==> config.mk <==
export PLATFORM = sky130hd
export DESIGN_NAME = tlb_page_table_translator
export DESIGN_NICKNAME = d
export VERILOG_FILES = /design/src/rtl/core/tpt_pkg.sv /design/src/rtl/core/tpt_ram.sv /design/src/rtl/core/tpt_tlb.sv /design/src/rtl/core/tlb_page_table_translator.sv
export VERILOG_INCLUDE_DIRS = /design/src /design/src/rtl/core
export SDC_FILE = /design/constraint.sdc
export NUM_CORES = 2
export LEC_CHECK = 0
export BUFFER_PORTS_ARGS = -buffer_cell sky130_fd_sc_hd__buf_2
export CORE_ASPECT_RATIO = 1.5
export CORE_MARGIN = 5
export CORE_UTILIZATION = 40
export CTS_CLUSTER_DIAMETER = 200
export DETAILED_ROUTE_END_ITERATION = 16
export PLACE_DENSITY = 0.61
export RECOVER_POWER = 100
export SYNTH_ARGS = -nofsm -noshare
export SYNTH_HDL_FRONTEND = slang
export SYNTH_SLANG_ARGS = --single-unit
==> constraint.sdc <==
create_clock -name i_clk -period 5.8 [get_ports i_clk]
set_clock_uncertainty 0.2 [all_clocks]
set_input_delay 0 -clock i_clk [delete_from_list [all_inputs] [get_ports i_clk]]
set_output_delay 0 -clock i_clk [all_outputs]
set_load 0.01 [all_outputs]
==> src/rtl/core/tlb_page_table_translator_macros.svh <==
// ----------------------------------------------------------------------------
// TLB translator assertion macros
// Shared concurrent assertion forms, clocked on i_clk and held off in reset.
// ----------------------------------------------------------------------------
`ifndef TLB_PAGE_TABLE_TRANSLATOR_MACROS_SVH
`define TLB_PAGE_TABLE_TRANSLATOR_MACROS_SVH

// Consequent must hold in the same cycle as the antecedent.
`define TPT_ASSERT_SAME(label, ante, cons, msg) \
    label: assert property (@(posedge i_clk) disable iff (!i_rst_n) \
        (ante) |-> (cons)) else $error(msg);

// Consequent must hold in the cycle after the antecedent.
`define TPT_ASSERT_NEXT(label, ante, cons, msg) \
    label: assert property (@(posedge i_clk) disable iff (!i_rst_n) \
        (ante) |=> (cons)) else $error(msg);

`endif

==> src/rtl/core/tpt_pkg.sv <==
// ----------------------------------------------------------------------------
// TLB translator package
// Widths, sizes, state codes and the structs passed between the modules.
// ----------------------------------------------------------------------------
package tpt_pkg;

    localparam int ADDR_W       = 16;
    localparam int PAGE_ENTRIES = 256;
    localparam int TLB_ENTRIES  = 16;
    localparam int FRAME_BYTES  = 256;
    localparam int CNT_W        = 32;

    localparam int OFFSET_W  = $clog2(FRAME_BYTES);
    localparam int PAGE_W    = $clog2(PAGE_ENTRIES);
    localparam int FRAME_W   = PAGE_W;
    localparam int TLB_IDX_W = $clog2(TLB_ENTRIES);
    localparam int FREE_W    = PAGE_W + 1;

    typedef logic [ADDR_W-1:0]    t_addr;
    typedef logic [PAGE_W-1:0]    t_page;
    typedef logic [OFFSET_W-1:0]  t_offset;
    typedef logic [FRAME_W-1:0]   t_frame;
    typedef logic [TLB_IDX_W-1:0] t_tlb_idx;
    typedef logic [FREE_W-1:0]    t_free;
    typedef logic [CNT_W-1:0]     t_count;

    typedef enum logic [1:0] {
        S_IDLE = 2'b01,
        S_LOOK = 2'b10
    } t_state;

    typedef struct packed {
        logic   hit;
        t_frame frame;
    } t_tlb_look;

    typedef struct packed {
        logic   en;
        t_page  page;
        t_frame frame;
    } t_tlb_fill;

endpackage

==> src/rtl/core/tpt_ram.sv <==
// ----------------------------------------------------------------------------
// Generic RAM
// One write port and one read port, with the read data registered.
// ----------------------------------------------------------------------------
module tpt_ram #(
    parameter int WIDTH = 8,
    parameter int DEPTH = 256
) (
    input  logic                     i_clk,
    input  logic                     i_we,
    input  logic [$clog2(DEPTH)-1:0] i_waddr,
    input  logic [WIDTH-1:0]         i_wdata,
    input  logic [$clog2(DEPTH)-1:0] i_raddr,
    output logic [WIDTH-1:0]         o_rdata
);

    logic [WIDTH-1:0] r_mem [DEPTH];
    logic [WIDTH-1:0] r_rdata;

    always_ff @(posedge i_clk) begin
        if (i_we) begin
            r_mem[i_waddr] <= i_wdata;
        end
        r_rdata <= r_mem[i_raddr];
    end

    assign o_rdata = r_rdata;

endmodule

==> src/rtl/core/tpt_tlb.sv <==
// ----------------------------------------------------------------------------
// TLB array
// Fully associative tag compare over all entries, lowest matching entry wins,
// and replacement in first-in first-out order.
// ----------------------------------------------------------------------------
module tpt_tlb (
    input  logic              i_clk,
    input  logic              i_rst_n,
    input  tpt_pkg::t_page    i_page,
    input  tpt_pkg::t_tlb_fill i_fill,
    output tpt_pkg::t_tlb_look o_look
);

    import tpt_pkg::*;

    t_page            r_tag   [TLB_ENTRIES];
    t_frame           r_frame [TLB_ENTRIES];
    logic [TLB_ENTRIES-1:0] r_valid;
    t_tlb_idx         r_ptr;
    t_tlb_idx         n_ptr;

    always_comb begin
        o_look = '0;
        for (int i = TLB_ENTRIES - 1; i >= 0; i--) begin
            if (r_valid[i] && (r_tag[i] == i_page)) begin
                o_look.hit   = 1'b1;
                o_look.frame = r_frame[i];
            end
        end
    end

    always_comb begin
        n_ptr = r_ptr;
        if (i_fill.en) begin
            if (r_ptr == t_tlb_idx'(TLB_ENTRIES - 1)) begin
                n_ptr = '0;
            end else begin
                n_ptr = r_ptr + t_tlb_idx'(1);
            end
        end
    end

    always_ff @(posedge i_clk) begin
        if (!i_rst_n) begin
            r_valid <= '0;
            r_ptr   <= '0;
        end else begin
            r_ptr <= n_ptr;
            if (i_fill.en) begin
                r_valid[r_ptr] <= 1'b1;
            end
        end
    end

    always_ff @(posedge i_clk) begin
        if (i_fill.en) begin
            r_tag[r_ptr]   <= i_fill.page;
            r_frame[r_ptr] <= i_fill.frame;
        end
    end

endmodule

==> src/rtl/core/tlb_page_table_translator.sv <==
// ----------------------------------------------------------------------------
// TLB and page table address translator
// Translates a logical address through a TLB backed by a page table memory,
// allocating frames on page faults and counting hits and faults.
//
//   Channel  Signals                          Direction  Content
//   input    i_valid / o_ready                in         logical address
//   output   o_valid / i_ready                out        address, flags, counts
//
// The accept cycle issues the page table read, and the next cycle compares
// the TLB, resolves the entry and updates state.
// The registered read port of the page table sets this split.
// Reset is synchronous and clears control state and the page valid bits at once.
// A held result stalls the lookup cycle, so no item is resolved until it goes.
// ----------------------------------------------------------------------------
`include "tlb_page_table_translator_macros.svh"

module tlb_page_table_translator (
    input  logic                   i_clk,
    input  logic                   i_rst_n,
    input  logic                   i_valid,
    output logic                   o_ready,
    input  logic [15:0]            i_logical_address,
    output logic                   o_valid,
    input  logic                   i_ready,
    output logic [15:0]            o_physical_address,
    output logic                   o_tlb_hit,
    output logic                   o_fault_flag,
    output logic [31:0]            o_hit_count,
    output logic [31:0]            o_fault_count
);

    import tpt_pkg::*;

    t_state     r_state;
    t_state     n_state;
    t_addr      r_addr;
    t_free      r_next_free;
    t_free      n_next_free;
    t_count     r_hit_total;
    t_count     n_hit_total;
    t_count     r_fault_total;
    t_count     n_fault_total;
    logic [PAGE_ENTRIES-1:0] r_pt_valid;
    logic       r_out_valid;
    t_addr      r_out_addr;
    logic       r_out_hit;
    logic       r_out_fault;

    t_page      c_page;
    t_offset    c_offset;
    t_page      c_raddr;
    t_frame     c_ram_rdata;
    t_tlb_look  c_look;
    t_tlb_fill  c_fill;
    logic       c_pt_valid;
    logic       c_fault;
    logic       c_commit;
    t_frame     c_frame;

    assign c_page   = r_addr[OFFSET_W +: PAGE_W];
    assign c_offset = r_addr[OFFSET_W-1:0];
    assign c_raddr  = (r_state == S_IDLE) ? i_logical_address[OFFSET_W +: PAGE_W] : c_page;

    tpt_ram #(
        .WIDTH (FRAME_W),
        .DEPTH (PAGE_ENTRIES)
    ) u_page_table (
        .i_clk   (i_clk),
        .i_we    (c_commit && c_fault),
        .i_waddr (c_page),
        .i_wdata (r_next_free[FRAME_W-1:0]),
        .i_raddr (c_raddr),
        .o_rdata (c_ram_rdata)
    );

    tpt_tlb u_tlb (
        .i_clk   (i_clk),
        .i_rst_n (i_rst_n),
        .i_page  (c_page),
        .i_fill  (c_fill),
        .o_look  (c_look)
    );

    assign o_ready    = (r_state == S_IDLE);
    assign c_pt_valid = r_pt_valid[c_page];
    assign c_fault    = !c_look.hit && !c_pt_valid;
    assign c_commit   = (r_state == S_LOOK) && (!r_out_valid || i_ready);

    always_comb begin
        if (c_look.hit) begin
            c_frame = c_look.frame;
        end else if (c_pt_valid) begin
            c_frame = c_ram_rdata;
        end else begin
            c_frame = r_next_free[FRAME_W-1:0];
        end
    end

    always_comb begin
        c_fill.en    = c_commit && !c_look.hit;
        c_fill.page  = c_page;
        c_fill.frame = c_frame;
    end

    always_comb begin
        n_state       = r_state;
        n_next_free   = r_next_free;
        n_hit_total   = r_hit_total;
        n_fault_total = r_fault_total;
        unique case (r_state)
            S_IDLE: begin
                if (i_valid) begin
                    n_state = S_LOOK;
                end
            end
            S_LOOK: begin
                if (c_commit) begin
                    n_state = S_IDLE;
                    if (c_look.hit) begin
                        n_hit_total = r_hit_total + t_count'(1);
                    end
                    if (c_fault) begin
                        n_fault_total = r_fault_total + t_count'(1);
                        if (r_next_free < t_free'(PAGE_ENTRIES)) begin
                            n_next_free = r_next_free + t_free'(1);
                        end
                    end
                end
            end
            default: begin
                n_state = S_IDLE;
            end
        endcase
    end

    always_ff @(posedge i_clk) begin
        if (!i_rst_n) begin
            r_state       <= S_IDLE;
            r_next_free   <= '0;
            r_hit_total   <= '0;
            r_fault_total <= '0;
            r_pt_valid    <= '0;
            r_out_valid   <= 1'b0;
        end else begin
            r_state       <= n_state;
            r_next_free   <= n_next_free;
            r_hit_total   <= n_hit_total;
            r_fault_total <= n_fault_total;
            if (c_commit && c_fault) begin
                r_pt_valid[c_page] <= 1'b1;
            end
            if (c_commit) begin
                r_out_valid <= 1'b1;
            end else if (i_ready) begin
                r_out_valid <= 1'b0;
            end
        end
    end

    always_ff @(posedge i_clk) begin
        if (i_valid && o_ready) begin
            r_addr <= i_logical_address;
        end
        if (c_commit) begin
            r_out_addr  <= t_addr'({c_frame, c_offset});
            r_out_hit   <= c_look.hit;
            r_out_fault <= c_fault;
        end
    end

    assign o_valid            = r_out_valid;
    assign o_physical_address = r_out_addr;
    assign o_tlb_hit          = r_out_hit;
    assign o_fault_flag       = r_out_fault;
    assign o_hit_count        = r_hit_total;
    assign o_fault_count      = r_fault_total;

    `TPT_ASSERT_NEXT(a_accept_to_look, i_valid && o_ready, r_state == S_LOOK,
        "Accepted item did not enter the lookup cycle.")
    `TPT_ASSERT_SAME(a_hit_no_fault, o_valid, !(o_tlb_hit && o_fault_flag),
        "Result flags a TLB hit and a page fault together.")
    `TPT_ASSERT_SAME(a_free_bound, 1'b1, r_next_free <= t_free'(PAGE_ENTRIES),
        "Next free frame ran past the page table size.")
    `TPT_ASSERT_NEXT(a_fault_counts, c_commit && c_fault,
        r_fault_total == $past(r_fault_total) + t_count'(1),
        "Page fault did not advance the fault count.")

endmodule
==> reports/metrics.cfg <==
[run_status]
outcome = complete, but fails checks
failed_checks = max-capacitance violations, max-slew violations

[setup_path]
crit_path_max_incr_delay_ns = 0.59
critPathTopFamily = buffers and inverters
critical_path_arrival_ns = 5.88
cpMostUsedCell = buf_12
critPathBufInv = 6
slowest_stage = clkbuf_1
crit_required_ns = 6.08
endpoint_kind = flop
crit_chain = buf_4, buf_12, mux4_2, a22oi_1, a31oi_1, a311oi_1, o311a_1, o2111ai_1, buf_12, buf_12, nor2b_1, clkbuf_1, nand2_1, nor2_1, clkbuf_1
cp-start-kind = flop
critPathKind = flop to flop
crit_fanout = 39

[floorplanning]
fp.dieH_um = 642
core_area_sq_um = 266000
rows = 232
start_util_pct = 40.1
fp.dieW_um = 431
pin_count = 104
dieArea_sq_um = 277000

[min_path]
min_path_type = primary input to flop

[timing]
maxSlewHeadroom_pct = -169
clock.fmax_ghz = 0.179
fin_crit_ns = 5.60
tns_ns = 0
finalWorstSetupSlack_ns = 0.199
hold_viol_final = 0
grt_setup_unrepaired = no
period_share_pct = 96.6
slew_violations = 1708
hold_ws_ns = 0.0165
setup_viol = 0
worst_pin_slew_ns = 4.03

[global_routing]
grt_antenna_before_repair = 11
gr-usage-all-layers_pct = 21.9
grt_max_degree = 163
gr-total-overflow = 0
grt_pass1_wl_mm = 448
grt_pass1_vias = 64000

[logic_synthesis]
synth_fp_nets = 7231
synth_cells = 7204
synthArstFlopShare_pct = 0
ys_types = 73
synth-main-ff-cell = edfxtp_1
yosysSeqAreaShare_pct = 72.8
synth_edf_count = 2338
synth.avg_cell_area_sq_um = 14.8
synth_warnings = 0
syn-cell-area_sq_um = 106000
yosys_register_bits = 2698

[detailed_routing]
wl_mm = 312
via_per_inst = 5.81
via_count = 64900
drtAntennaViolNets = 0
firstDrtPassIters = 8
drtIter0Drc = 7238
wl_per_cell_um = 27.9
drc = 0

[power]
p_total_mw = 39.6
peakVddDrop_uv = 322
power_density_nw_per_um2 = 330
leakagePower_nw = 37.9

[cts]
numCtsBuffers = 232
cts_buffer_depth = 4
cts_root_buffer = clkbuf_16
cts.clk_slew.worst_paths_ns = 0.07
cts_tree = done
cts_sinks = 2698
htreeDepth = 4
clkLatencyLatePin_ns = 0.89

[layout]
final_common_cell = edfxtp_1
final_cell_mix = edfxtp_1, nand2_1, nand3_1, dfxtp_1, mux2i_1
finalNetCount = 7503
syn_to_final_growth_pct = 12.8
post_route_cells_drive_above_1_share_pct = 10.6
finalInstanceArea_sq_um = 120000

[flow_run]
cap_violations = 26

[placement]
post-place-ws_ns = 0.568
gp_congestion = 0.895
dp_hpwl_mm = 199
io_buffers = 103
place_area_sq_um = 113000

-- layout make-up --
| type | instances | area [sq um] |
|---|---|---|
| Antenna cell | 7 | 17.5 |
| Clock buffer | 306 | 6450 |
| Clock inverter | 119 | 1270 |
| Fill cell | 23400 | 146000 |
| Inverter | 28 | 105 |
| Multi-Input combinational cell | 3997 | 26900 |
| Sequential cell | 2698 | 77400 |
| Tap cell | 3510 | 4390 |
| Timing Repair Buffer | 519 | 3490 |
-- layer usage --
metal  vias to the layer above  track usage [%]  wire, um
li1                      28100                -         -
met1                     33000             26.0    113000
met2                      2994             38.4    158000
met3                       758             3.16     21100
met4                         2             12.5     21400
met5                         -                0         7
-- power by group --
group	total [mW]	switching (mW)	internal, mW
combinational	2.81	1.99	0.825
clock	15.9	6.99	8.89
sequential	20.9	0.0362	20.9
-- tightest hold or removal path: cells and delay by family --
kind	cells	cell delay [ns]
buffers and inverters	2	0.81
AOI/OAI and AO/OA	1	0.20
-- metrics by stage --
stage | util [%] | cells
floorplan | - | 7204
global placement | 42.5 | 10700
detailed placement | 42.5 | 10700
CTS | 45.6 | 11200
global route | 45.2 | 11200
finish | 45.2 | 11200
-- synth_stat cells (53+ instances only) --
master / instances / area, sq um
a32oi_1: 181 / 1590
xnor2_1: 148 / 1300
dfxtp_1: 360 / 7210
and2_1: 53 / 332
nor2_1: 79 / 297
edfxtp_1: 2338 / 70200
nand2_1: 1242 / 4660
o21a_1: 259 / 1940
buf_1: 62 / 233
a31oi_1: 84 / 526
a211oi_1: 65 / 488
nor3_1: 301 / 1510
nand4_1: 189 / 1180
nand3_1: 452 / 2260
o21ai_0: 57 / 285
buf_2: 121 / 606
mux2i_1: 317 / 3170
clkbuf_1: 270 / 1010
mux4_2: 195 / 4390
-- path summary, 6_finish.rpt --
check / from / end / slack (ns) / depth (start not counted)
setup / recovery: r_addr[8] / u_page_table.r_mem[186][5] / 0.20 / 15
hold / removal: i_rst_n / u_tlb.r_valid[13] / 0.02 / 3
setup reg to reg: r_addr[8] / u_page_table.r_mem[186][5] / 0.20 / 15
hold reg to reg: r_addr[0] / o_physical_address[0] / 0.22 / 0
-- registers in the layout, summed over array words and instances, names as in the netlist, 16 cells and up --
name                flops
u_tlb.r_valid          16
o_hit_count            32
r_pt_valid            256
u_page_table.r_mem   2048
u_tlb.r_tag           128
o_fault_count          32
u_tlb.r_frame         128
r_addr                 16
o_physical_address     16
-- cell families after synthesis --
kind of cell,Yosys count,synth area share [%]
adder cells (fa/ha/maj),7,0.0823
AND/OR/NAND/NOR,2500,10.9
multiplexers,518,7.17
XOR/XNOR,179,1.47
flip-flops,2698,72.8
AO/OA/AOI/OAI,793,5.57
buffers and inverters,509,2.06
-- repair_timing --
item                                   CTS  global route
gates resized for setup                  0             0
setup endpoints to repair                0             0
hold buffers                            38             0
endpoints found under the hold margin  235             0
setup buffers                            0             0
(Power assumes the default switching activity.)
